`src/hdl/ptc_pkg.sv`:
```
// Shared types and constants for the pressure and temperature compensation block.
package ptc_pkg;

	localparam int RawW       = 20;
	localparam int AddrW      = 5;
	localparam int DataW      = 64;
	localparam int NumW       = 64;
	localparam int DivisorW   = 31;
	localparam int DivStages  = NumW;
	localparam int QueueDepth = 4;
	localparam int QueuePtrW  = $clog2(QueueDepth);
	localparam int QueueCntW  = QueuePtrW + 1;

	localparam int PressOffset = 1048576;
	localparam int FineOffset  = 128000;
	localparam int NumScale    = 3125;
	localparam int TempRound   = 128;
	localparam logic [63:0] WaBias = 64'h0000_8000_0000_0000;
	localparam logic [24:0] PressMax = 25'h1FF_FFFF;

	localparam logic [1:0] REG_CALIB_LOW  = 2'd0;
	localparam logic [1:0] REG_CALIB_MID  = 2'd1;
	localparam logic [1:0] REG_CALIB_HIGH = 2'd2;

	typedef struct packed {
		logic [15:0] t1;
		logic [15:0] t2;
		logic [15:0] t3;
		logic [15:0] p1;
		logic [15:0] p2;
		logic [15:0] p3;
		logic [15:0] p4;
		logic [15:0] p5;
		logic [15:0] p6;
		logic [15:0] p7;
		logic [15:0] p8;
		logic [15:0] p9;
	} coef_t;

	typedef struct packed {
		logic [31:0]     fine;
		logic [15:0]     temp;
		logic [RawW-1:0] adc_p;
	} qentry_t;

	typedef struct packed {
		logic [15:0] temp;
		logic        neg;
		logic        zero;
	} div_side_t;

endpackage

```
`src/hdl/ptc_queue.sv`:
```
// Short queue between the temperature front and the pressure back.
module ptc_queue (
	input  logic             clk,
	input  logic             arst_n,
	input  logic             push,
	input  ptc_pkg::qentry_t push_data,
	output logic             full,
	input  logic             pop,
	output ptc_pkg::qentry_t pop_data,
	output logic             empty
);

	logic [ptc_pkg::QueuePtrW-1:0] wr_ptr_q, rd_ptr_q;
	logic [ptc_pkg::QueueCntW-1:0] count_q;
	ptc_pkg::qentry_t mem_q [ptc_pkg::QueueDepth];

	assign full     = count_q == ptc_pkg::QueueCntW'(ptc_pkg::QueueDepth);
	assign empty    = count_q == '0;
	assign pop_data = mem_q[rd_ptr_q];

	always_ff @(posedge clk or negedge arst_n) begin
		if (!arst_n) begin
			wr_ptr_q <= '0;
			rd_ptr_q <= '0;
			count_q  <= '0;
		end else begin
			if (push) begin
				wr_ptr_q <= wr_ptr_q + 1'b1;
			end
			if (pop) begin
				rd_ptr_q <= rd_ptr_q + 1'b1;
			end
			if (push && !pop) begin
				count_q <= count_q + 1'b1;
			end else if (pop && !push) begin
				count_q <= count_q - 1'b1;
			end
		end
	end

	always_ff @(posedge clk) begin
		if (push) begin
			mem_q[wr_ptr_q] <= push_data;
		end
	end

endmodule

```
`config.mk`:
```
export PLATFORM = sky130hd
export DESIGN_NAME = ptc_queue
export DESIGN_NICKNAME = d
export VERILOG_FILES = /design/src/hdl/ptc_pkg.sv /design/src/hdl/ptc_queue.sv
export SDC_FILE = /design/constraint.sdc
export NUM_CORES = 1
export LEC_CHECK = 0
export BUFFER_PORTS_ARGS = -buffer_cell sky130_fd_sc_hd__clkbuf_2
export CAP_MARGIN = 0
export CORE_AREA = 10 10 197 199
export DETAILED_ROUTE_END_ITERATION = 6
export DIE_AREA = 0 0 207 209
export SLEW_MARGIN = 10
export SYNTH_ARGS = -nofsm -noshare
export SYNTH_HDL_FRONTEND = slang
export SYNTH_SLANG_ARGS = --single-unit
```
`constraint.sdc`:
```
create_clock -name clk -period 5.9 [get_ports clk]
set_input_delay 0 -clock clk [delete_from_list [all_inputs] [get_ports clk]]
set_output_delay 0 -clock clk [all_outputs]
set_load 0.01 [all_outputs]
```
======== Yosys cells after proc, flatten, opt, wreduce, memory -nomap -nowiden ========
Memory sizes are Yosys's and may differ from the RTL's.
Index checks and enable logic that the tools add are counted.
storage, ports and cells
  logic and storage cells ................. 19
  register bits after elaboration ......... 7
  output and inout bits ................... 70
  memories kept ........................... 1
  bits in writable memories ............... 272
operators by class
  eq/ne operators ......................... 1
  muxes and demuxes ....................... 4
  reductions and logical operators ........ 6
  add/subtract/negate cells ............... 4
memories
  memory  depth  bits a word  rd ports  clocked after Yosys merged registers in  write ports  line             RTL
  mem_q   4      68           1         0                                        1            ptc_queue.sv:15  ptc_pkg::qentry_t mem_q [ptc_pkg::QueueDepth];
operators by type and width
  cell                                                                 count
  3-bit two-way mux                                                    2
  2-bit by 1-bit adder with 2-bit output (second input constant)       2
  3-bit by 1-bit adder with 3-bit output (second input constant)       1
  3-bit == test (second input constant)                                1
  3-bit logical NOT                                                    1
  3-bit by 1-bit subtractor with 3-bit output (second input constant)  1
  1-bit logical AND                                                    2
  1-bit logical NOT                                                    2
  1-bit two-way mux                                                    2
  2-bit nonzero test                                                   1

======== Longest topological paths before layout ========
  word-level depth ........................ 4
  depth in mapped cells ................... 7
  gate-level depth less buffers ........... 7

======== Worst setup path before layout ========
No wires, ideal clock.
  kind .................................... register -> register
  from .................................... register wr_ptr_q[0] (netlist bit)
  to ...................................... memory mem_q[2][0] (netlist bit), enable pin
  stages on the path, launching flop included .. 4
  path slack .............................. 3.256 ns
  path buffers ............................ 0
  arrival time ............................ 2.210 ns
  data required time ...................... 5.467 ns
  cells stage by stage .................... dfrtp_1 > inv_1 > ha_1 > and2_1
RTL lines
  element                 line             RTL
  from (decl)             ptc_queue.sv:13  logic [ptc_pkg::QueuePtrW-1:0] wr_ptr_q, rd_ptr_q;
  from (signal assigned)  ptc_queue.sv:28  wr_ptr_q <= wr_ptr_q + 1'b1;
  to (decl)               ptc_queue.sv:15
Straight into the memory's write port.

==> results.sh <==
export IMPL_status="finished clean"
export IMPL_min_delay_path_class="in -> reg"
export IMPL_clkTransAtPathRegs_ns=0.06
export IMPL_r2r_cells=3
export IMPL_fin_crit_sh_pct=49.94
export IMPL_dieArea_sq_um=43260
export IMPL_cts_tree="built"
export IMPL_first_pass_iters=4
export IMPL_fmax_mhz=339.4
export IMPL_cap_violations=0
export IMPL_grt_pass1_vias=5523
export IMPL_synth_seq_cells=279
export IMPL_synthTopCellsByArea="edfxtp_1 (79%), mux4_2 (15%), dfrtp_1 (1.7%)"
export IMPL_crit_path_start_kind="flop"
export IMPL_rsz0062_at_grt="no"
export IMPL_drtIter0Drc=218
export IMPL_path_cells="buf_4, mux4_2, clkbuf_2"
export IMPL_hpwl_mm=12.03
export IMPL_drive_above_1_share_pct=40.63
export IMPL_setup_violations=0
export IMPL_maxSlewViolCount=0
export IMPL_fin_crit_ns=2.946
export IMPL_critPathMaxStageDelay_ns=0.90
export IMPL_antenna_left=0
export IMPL_tightest_slew_ns=1.160
export IMPL_synth_top_area_share_pct=79.43
export IMPL_postLayoutSetupSlackWorst_ns=2.954
export IMPL_clockBufferDepth=3
export IMPL_syn_nets=468
export IMPL_ys_seq_area_share_pct=81.13
export IMPL_wl_per_cell_um=18.63
export IMPL_synth_most_common_cell="edfxtp_1"
export IMPL_peakVddDrop_mv=0.3407
export IMPL_clock_latency_ns=0.53
export IMPL_preCtsSetupSlack_ns=3.368
export IMPL_die_y_um=209
export IMPL_criticalPathCategory="reg -> out"
export IMPL_finalPower_mw=6.188
export IMPL_end_kind="output pin"
export IMPL_num_vias=4789
export IMPL_nNetsFinal=696
export IMPL_skew_ns=0.007280
export IMPL_ios=142
export IMPL_cp_arrival_ns=2.95
export IMPL_area_growth_pct=26.88
export IMPL_design_area_sq_um=13050
export IMPL_synthArstFlopShare_pct=2.509
export IMPL_fp_row_count=69
export IMPL_syn_inst=390
export IMPL_syn_area_sq_um=10280
export IMPL_synth_edff_count=272
export IMPL_placed_cell_area_sq_um=11400
export IMPL_setup_tns_final_ns=0
export IMPL_ys_types=19
export IMPL_grt_use_total_pct=9.369
export IMPL_grt_remaining_overflow=0
export IMPL_yosysTopAreaCell="edfxtp_1"
export IMPL_reg2reg_slack_ns=3.89
export IMPL_synth_flop_cell="edfxtp_1"
export IMPL_synth_common_cells="edfxtp_1 (272), mux4_2 (68), buf_12 (7), buf_2 (7), dfrtp_1 (7)"
export IMPL_finalHoldViolCount=0
export IMPL_dp_cells=977
export IMPL_grt_start_max_net_pins=70
export IMPL_post_route_drc_count=0
export IMPL_p_leak_nw=4.468
export IMPL_slew_headroom_pct=22.69
export IMPL_port_buffers=141
export IMPL_ys_warn_count=0
export IMPL_post_cts_buffers=0
export IMPL_wl_mm=20.53
export IMPL_hp_start="push_data[28]"
export IMPL_place_congestion=0.6649
export IMPL_pwr_density_cell_nw_per_um2=474.3
export IMPL_crit_path_start="rd_ptr_q[0]"
export IMPL_htree_levels=1
export IMPL_antenna_found_initial=1
export IMPL_grt_pass1_wl_mm=32.35
export IMPL_cts_resized=0
export IMPL_cpMaxStageDelayCell="dfrtp_4"
export IMPL_endpoint="pop_data[49]"
export IMPL_core_sq_um=35050
export IMPL_rr_endpoint="mem_q[0][9]"
export IMPL_cts_root_buf="clkbuf_16"
export IMPL_clock_sinks=279
export IMPL_cts_made_buffers=28
export IMPL_syn_avg_cell_area_sq_um=26.37
export IMPL_cp_required_ns=5.90
export IMPL_instances_no_fill=1102
export IMPL_r2r_start="wr_ptr_q[0]"
export IMPL_die_width_um=207
export IMPL_path_max_fanout=36
export IMPL_start_util_pct=29.34
export IMPL_avgViaCountPerCell=4.346
[stage by stage]
stage                     util [%]  hold WS [ns]
after floorplan                  -       -0.2956
after global placement       32.52       -0.1611
after detailed placement     32.52       -0.1497
after CTS                    37.22        0.1833
after global routing         37.22        0.1983
final                        37.22        0.2223
[logic make-up after synthesis]
| group | Yosys count | synth area share, % |
|---|---|---|
| flops | 279 | 81.13 |
| xor+xnor | 6 | 0.5110 |
| compound gates | 1 | 0.04862 |
| mux | 69 | 15.00 |
| buf+inv | 20 | 2.032 |
| simple gates | 9 | 0.4744 |
| fa+ha+maj | 6 | 0.8030 |
[worst min path at each step]
stage | endpoint | slack [ns] | depth (start not counted)
after floorplan | count_q[0] | -0.30 | 0
after global placement | count_q[2] | -0.16 | 1
after detailed placement | count_q[1] | -0.15 | 1
after CTS | mem_q[1][53] | 0.18 | 2
after global routing | mem_q[3][28] | 0.20 | 2
final | mem_q[3][28] | 0.22 | 2
[cell type report]
type | instances | area [sq um]
inverter | 4 | 15.01
tap | 461 | 576.8
sequential | 279 | 8351
fill | 3257 | 22000
timing repair buffer | 214 | 1434
multi-input combinational | 91 | 1742
antenna | 1 | 2.502
clock inverter | 21 | 193.9
clock buffer | 31 | 733.2
[per-layer routing]
| metal | part of all wire [%] | up-vias | GRT usage, % |
|---|---|---|---|
| li1 | - | 2133 | - |
| met5 | 0 | - | 0 |
| met2 | 51 | 128 | 16.39 |
| met3 | 6.6 | 31 | 2.699 |
| met1 | 40 | 2497 | 10.98 |
| met4 | 2.2 | 0 | 2.668 |
[critical path: cells and delay by family, from the launching register on]
| family | cells | cell delay [ns] |
|---|---|---|
| flops | 1 | 0.90 |
| buf+inv | 2 | 0.87 |
| mux | 1 | 0.62 |
[repair_timing]
item                       in CTS  in global routing
setup endpoints to repair       0                  0
hold endpoints to repair      285                  0
hold buffers                   72                  0
[where the power goes]
part / internal, mW / switching [mW]
registers: 2.60 / 0.267
clock network: 1.03 / 0.731
logic: 0.775 / 0.783
total: 4.41 / 1.78
[registers in the layout, indices dropped and copies added, names as in the netlist]
name / cells
wr_ptr_q: 2
mem_q: 272
rd_ptr_q: 2
count_q: 3
[layout by cell type, fill, tap and decap left out, drive strengths merged]
cell type / count
and2: 4
buf: 1
bufinv: 3
clkbuf: 172
clkinv: 11
clkinvlp: 3
dfrtp: 7
diode: 1
dlygate4sd3: 72
edfxtp: 272
fa: 1
ha: 5
inv: 8
mux2: 1
mux4: 68
nand2: 2
nor2: 1
nor3: 1
nor3b: 1
o21ai: 1
xnor2: 2
xor2: 4
Power figures use the tool's default switching activity.
