### src/hdl/ptc_pkg.sv
// Shared types and constants for the pressure and temperature compensation block.
package ptc_pkg;

	localparam int RawW       = 20;
	localparam int AddrW      = 5;
	localparam int DataW      = 64;
	localparam int NumW       = 64;
	localparam int DivisorW   = 31;
	localparam int DivStages  = NumW;
	localparam int QueueDepth = 4;
	localparam int QueuePtrW  = $clog2(QueueDepth);
	localparam int QueueCntW  = QueuePtrW + 1;

	localparam int PressOffset = 1048576;
	localparam int FineOffset  = 128000;
	localparam int NumScale    = 3125;
	localparam int TempRound   = 128;
	localparam logic [63:0] WaBias = 64'h0000_8000_0000_0000;
	localparam logic [24:0] PressMax = 25'h1FF_FFFF;

	localparam logic [1:0] REG_CALIB_LOW  = 2'd0;
	localparam logic [1:0] REG_CALIB_MID  = 2'd1;
	localparam logic [1:0] REG_CALIB_HIGH = 2'd2;

	typedef struct packed {
		logic [15:0] t1;
		logic [15:0] t2;
		logic [15:0] t3;
		logic [15:0] p1;
		logic [15:0] p2;
		logic [15:0] p3;
		logic [15:0] p4;
		logic [15:0] p5;
		logic [15:0] p6;
		logic [15:0] p7;
		logic [15:0] p8;
		logic [15:0] p9;
	} coef_t;

	typedef struct packed {
		logic [31:0]     fine;
		logic [15:0]     temp;
		logic [RawW-1:0] adc_p;
	} qentry_t;

	typedef struct packed {
		logic [15:0] temp;
		logic        neg;
		logic        zero;
	} div_side_t;

endpackage

### src/hdl/ptc_front.sv
// Input stage: accepts raw pairs and computes fine and centidegree temperature.
module ptc_front #(
	parameter int ADC_BITS = 20
) (
	input  logic                      clk,
	input  logic                      arst_n,
	input  ptc_pkg::coef_t            coef,
	input  logic                      in_valid,
	output logic                      in_ready,
	input  logic [ptc_pkg::RawW-1:0]  raw_temperature,
	input  logic [ptc_pkg::RawW-1:0]  raw_pressure,
	output logic                      push,
	output ptc_pkg::qentry_t          push_data,
	input  logic                      full
);

	localparam logic [ptc_pkg::RawW-1:0] RawMask =
		{ptc_pkg::RawW{1'b1}} << (ptc_pkg::RawW - ADC_BITS);

	logic fe;
	logic v_s1, v_s2, v_s3, v_s4, v_s5;
	logic [ptc_pkg::RawW-1:0] adc_t_s1;
	logic [ptc_pkg::RawW-1:0] adc_p_s1, adc_p_s2, adc_p_s3, adc_p_s4, adc_p_s5;
	logic [31:0] m1_s2, sqd_s2;
	logic [31:0] tv1_s3, m3_s3;
	logic [31:0] fine_s4, fine_s5;
	logic [15:0] temp_s5;

	logic signed [17:0] d1;
	logic signed [16:0] d2;
	logic signed [33:0] m1_full, sqd_full;
	logic signed [31:0] x3;
	logic signed [47:0] m3_full;
	logic [31:0] tcw;
	logic signed [31:0] tc;
	logic [15:0] tsat;

	// stall the whole front only when the last stage cannot hand off
	assign fe       = !v_s5 || !full;
	assign in_ready = fe;
	assign push     = v_s5 && !full;
	assign push_data = '{fine: fine_s5, temp: temp_s5, adc_p: adc_p_s5};

	assign d1 = $signed({1'b0, adc_t_s1[ptc_pkg::RawW-1:3]}) - $signed({1'b0, coef.t1, 1'b0});
	assign d2 = $signed({1'b0, adc_t_s1[ptc_pkg::RawW-1:4]}) - $signed({1'b0, coef.t1});
	assign m1_full  = d1 * $signed(coef.t2);
	assign sqd_full = d2 * d2;
	assign x3       = $signed(sqd_s2) >>> 12;
	assign m3_full  = x3 * $signed(coef.t3);
	assign tcw = fine_s4 + (fine_s4 << 2) + 32'(ptc_pkg::TempRound);
	assign tc  = $signed(tcw) >>> 8;

	always_comb begin
		if (tc > 32'sd32767) begin
			tsat = 16'h7FFF;
		end else if (tc < -32'sd32768) begin
			tsat = 16'h8000;
		end else begin
			tsat = tc[15:0];
		end
	end

	always_ff @(posedge clk or negedge arst_n) begin
		if (!arst_n) begin
			v_s1 <= 1'b0;
			v_s2 <= 1'b0;
			v_s3 <= 1'b0;
			v_s4 <= 1'b0;
			v_s5 <= 1'b0;
		end else if (fe) begin
			v_s1 <= in_valid;
			v_s2 <= v_s1;
			v_s3 <= v_s2;
			v_s4 <= v_s3;
			v_s5 <= v_s4;
		end
	end

	always_ff @(posedge clk) begin
		if (fe) begin
			adc_t_s1 <= raw_temperature & RawMask;
			adc_p_s1 <= raw_pressure & RawMask;
			m1_s2    <= m1_full[31:0];
			sqd_s2   <= sqd_full[31:0];
			adc_p_s2 <= adc_p_s1;
			tv1_s3   <= 32'($signed(m1_s2) >>> 11);
			m3_s3    <= m3_full[31:0];
			adc_p_s3 <= adc_p_s2;
			fine_s4  <= tv1_s3 + 32'($signed(m3_s3) >>> 14);
			adc_p_s4 <= adc_p_s3;
			fine_s5  <= fine_s4;
			temp_s5  <= tsat;
			adc_p_s5 <= adc_p_s4;
		end
	end

endmodule

### config.mk
export PLATFORM = sky130hd
export DESIGN_NAME = ptc_front
export DESIGN_NICKNAME = d
export VERILOG_FILES = /design/src/hdl/ptc_pkg.sv /design/src/hdl/ptc_front.sv
export SDC_FILE = /design/constraint.sdc
export NUM_CORES = 2
export LEC_CHECK = 0
export BUFFER_PORTS_ARGS = -buffer_cell sky130_fd_sc_hd__buf_2
export CAP_MARGIN = 15
export CORE_MARGIN = 8
export CORE_UTILIZATION = 60
export DETAILED_ROUTE_END_ITERATION = 10
export PLACE_DENSITY = 0.89
export SKIP_LAST_GASP = 1
export SLEW_MARGIN = 20
export SYNTH_ARGS = -nofsm -noshare
export SYNTH_HDL_FRONTEND = slang
export SYNTH_SLANG_ARGS = --single-unit
export TNS_END_PERCENT = 5
### constraint.sdc
create_clock -name clk -period 17.55 [get_ports clk]
set_input_delay 0 -clock clk [delete_from_list [all_inputs] [get_ports clk]]
set_output_delay 0 -clock clk [all_outputs]
set_load 0.01 [all_outputs]
Yosys cells after proc, flatten, opt, wreduce, memory -nomap -nowiden
Index checks and enable logic that the tools add are counted.
Operators by class
  add/sub/neg operators: 5
  $mul: 3
  divide/modulo/power cells: 0
  order comparisons: 2
  eq/ne operators: 0
  shift-type cells: 0
  muxes and demuxes: 1
  bitwise gates (word level): 0
  reductions and logical operators: 4
Operators by type and width (count)
  $add 32x32->32: 1
  $add 32x8->32 const B: 1
  $mul 17x17->32: 1
  $mul 18x16->32: 1
  $mul 20x16->32: 1
  $gt 24x16->1 const B: 1
  $lt 24x16->1 const B: 1
  $add 21x18->22: 1
  $sub 17x17->18: 1
  $sub 16x16->17: 1
  $mux 16: 1
  $logic_not 1->1: 2
  $logic_and 1x1->1: 1
  $logic_or 1x1->1: 1
Word-level totals
  bits in registers: 322
  latch bits: 0
  RAM bits: 0
  memory bits (read-only): 0
  bits of input ports: 236
  logic and storage cells: 33
  memories kept: 0

Depth between registers and ports, before layout
  depth after elaboration: 4
  depth in mapped cells: 35
  mapped depth without buffers: 33

Worst setup path after synthesis
No wires, ideal clock.
  path kind: reg-to-reg
  start: register adc_t_s1[5] (netlist name)
  end: register m1_s2[29], data pin
  setup time: 0.262 ns
  arrival time: 7.641 ns
  required time: 17.288 ns
  slack: 9.647 ns
  cell stages (with the launch flop): 34
  cells stage by stage: edfxtp_1 ha_1 nor2b_1 o2111ai_1 nand3_1 o21ai_2 o21bai_1 a21o_1 xnor2_2 inv_1 clkbuf_1 clkbuf_1 nand2_1 fa_1 inv_1 fa_1 inv_1 fa_1 fa_1 inv_1 fa_1 inv_1 fa_1 inv_1 ha_1 and3_1 a31o_1 a21o_1 o31ai_1 a21boi_2 a41o_1 o41ai_2 o21ai_1 xor2_1
Between the ends
  longest elaborated chain between the ends: 2
Ends and longest elaborated chain
  from (decl): RTL line ptc_front.sv:22  | logic [ptc_pkg::RawW-1:0] adc_t_s1;
  from (signal assigned): RTL line ptc_front.sv:81  | adc_t_s1 <= raw_temperature & RawMask;
  $sub 17x17->18: RTL line ptc_front.sv:44  | assign d1 = $signed({1'b0, adc_t_s1[ptc_pkg::RawW-1:3]}) - $signed({1'b0, coef.t1, 1'b0});
  $mul 18x16->32: RTL line ptc_front.sv:46  | assign m1_full = d1 * $signed(coef.t2);
  named net m1_full[29]: RTL line ptc_front.sv:31  | logic signed [33:0] m1_full, sqd_full;
  to (signal assigned): RTL line ptc_front.sv:83  | m1_s2 <= m1_full[31:0];
  to (decl): RTL line ptc_front.sv:24  | logic [31:0] m1_s2, sqd_s2;
The timed path passes the listed nets, and every way through them passes these cells.
A chain may end at the register's enable or synchronous reset.

Worst setup path after layout
  start: register adc_t_s1[4] (netlist name)
  end: register m1_s2[29], data pin
The elaborated chain is that of the path after synthesis.

==> run metrics <==
CTS clk-pin slew, worst paths=60 ps; final period utilization=0.514; most common cell after layout, fill and taps aside=inv_1; hold wc startpoint=raw_temperature[7]; layout cell share with drive strength beyond 1=0.0657; PortBufs=158; Cell Area, Synth=0.0399 sq mm; Max Clock Skew=41.6 ps; maxcap violations=0; Chip Width=274 um; Crit Path Class=reg2reg; RSZ-0062 raised after global routing=false; cts bufs inserted=27; CTS Hold Bufs=40; largest net degree at the start of global routing=188; average vias per placed instance=5.54; GRT Residual Overflow=0; crit path launch=adc_t_s1[4]$_DFFE_PP_; Post-route DRC=0; die area=0.0750 sq mm; vias in the first global route=30900; FF-to-FF Start=adc_t_s1[4]$_DFFE_PP_; Skew-Pair Late Insertion Delay=600 ps; register area share after synthesis=0.197; Hold Crit Class=in2reg; Post-CTS Setup Inserts=0; status=finished clean; gr usage total=0.245; cell count after synthesis=3881; CP max FO=29; Yosys reg bits=262; htree depth=1; max incr delay on CP=530 ps; asr flop ratio synth=0.0191; most frequent CP cell=fa_1; CTS tree=done; GP Congestion=0.892; number of clock sinks=262; slowest CP cell=fa_1; DP HPWL=68.7 mm; Crit path required time=17860 ps; Layout fillers=4769; DRT iter0 DRCs=1661; Final Hold Viols=0; Initial Util=0.606; via count=27000; relative slew slack=0.285; first-pass GRT wire length=148 mm; Max Fclk=111 MHz; Initial DRT Pass Iterations=7; CP Launch Type=flip-flop; CTS root buf=clkbuf_16; I/O pin cnt=306; Setup-failing EPs final=0; Post-synth EDFFs=257; WL final=89.1 mm; core area=0.0659 sq mm; Setup TNS Final=0 ps; fin util=0.650; # diodes=0; initial antenna violation count=1; P&R area growth vs syn=7.31%; fin crit period=9020 ps; syn avg cell area=10.3 sq um; most frequent cells in the layout=986 x inv_1, 815 x fa_1, 471 x nand2_1; type of destination of the critical path=flip-flop; Mapped Nets=5249; non-filler cells, final=4882; placed insts=4790; CP arrival=9330 ps; Nets=5365; chip height=274 um; Slew Viols, Final=0; prevailing post-synth register cell=edfxtp_1; antenna-violating nets left=0; Syn. warnings=0; post-cts sizing count=0; Cell Rows=94; clk buf depth=3; worst slew pin tran=1070 ps; WL per Instance=18.2 um; Yosys cell types=72
==> per-stage QoR <==
stage,hold WS (ps),setup WS (ps),instance area (sq um)
2_1_floorplan,-296,9650,39900
3_3_place_gp,-185,8680,41500
3_5_place_dp,-180,8440,41500
4_1_cts,96.2,8400,42800
5_1_grt,115,8110,42800
6_report,128,8530,42800
==> critical path: cells and delay by family (launching register included) <==
| family | cells | cell delay, ps |
|---|---|---|
| adders and majority gates | 9 | 3920 |
| AOI/OAI and AO/OA | 11 | 2590 |
| buffers and inverters | 7 | 700 |
| xor gates and xnor gates | 2 | 610 |
| and+or+nand+nor | 3 | 600 |
| DFF | 1 | 340 |
==> flip-flops by register name, indices dropped and copies added (netlist names), 17 cells and up <==
register	cells
adc_p_s1	20
tv1_s3	21
adc_p_s5	20
adc_p_s4	20
sqd_s2	20
m1_s2	21
adc_t_s1	17
fine_s5	22
fine_s4	22
adc_p_s3	20
m3_s3	18
adc_p_s2	20
==> per-layer routing <==
layer	up-vias	global-route usage	wire, um
met1	13600	0.281	31400
met4	2	0.131	5250
li1	11900	-	-
met2	1187	0.435	45700
met3	387	0.0412	6740
met5	-	0	15
==> worst paths after layout <==
check / to / slack [ps] / cells after the start
max in group asynchronous: v_s1$_DFFE_PN0P_ / 17030 / 3
min in group asynchronous: v_s2$_DFFE_PN0P_ / 330 / 3
worst min-delay path: adc_t_s1[7]$_DFFE_PP_ / 130 / 2
worst max-delay path: m1_s2[29]$_DFFE_PP_ / 8530 / 32
worst max register to register: m1_s2[29]$_DFFE_PP_ / 8530 / 32
worst min register to register: adc_p_s2[13]$_DFFE_PP_ / 400 / 0
==> final cells by class <==
type | instances | area (sq um) | area share
Clock buffer | 29 | 683 | 0.0160
Sequential cell | 262 | 7840 | 0.183
Clock inverter | 21 | 206 | 0.00482
Multi-Input combinational cell | 2492 | 27900 | 0.651
Timing Repair Buffer | 224 | 1420 | 0.0332
Inverter | 990 | 3720 | 0.0868
Tap cell | 864 | 1080 | 0.0252
==> cell usage after synthesis (7+ instances only) <==
cell	number	area [sq um]
nand4_1	7	43.8
edfxtp_1	257	7720
nand2b_1	39	244
o21ai_1	9	45.0
and3_1	13	81.3
xor2_1	31	272
buf_4	11	82.6
nor2_1	133	499
xnor2_1	102	893
o21a_1	23	173
a21oi_1	49	245
fa_1	815	16300
clkbuf_1	117	439
and2_1	213	1330
a21o_1	49	368
ha_1	317	3970
o21ai_0	38	190
inv_1	986	3700
o211ai_1	9	67.6
nand2_1	472	1770
nor3_1	29	145
or3_1	10	62.6
a211oi_1	10	75.1
nand3_1	12	60.1
nor2b_1	30	188
==> kinds of logic after synthesis <==
| logic type | Yosys count | synth area share |
|---|---|---|
| XOR/XNOR | 135 | 0.0302 |
| flip-flops | 262 | 0.197 |
| AO/OA/AOI/OAI | 246 | 0.0423 |
| multiplexers | 6 | 0.00166 |
| AND/OR/NAND/NOR | 973 | 0.114 |
| adder cells (fa/ha/maj) | 1132 | 0.508 |
| buffers and inverters | 1127 | 0.107 |
Power is left out: the tool's default activity adds up to more than one toggle a clock period on the data nets, which glitch-free logic cannot reach.
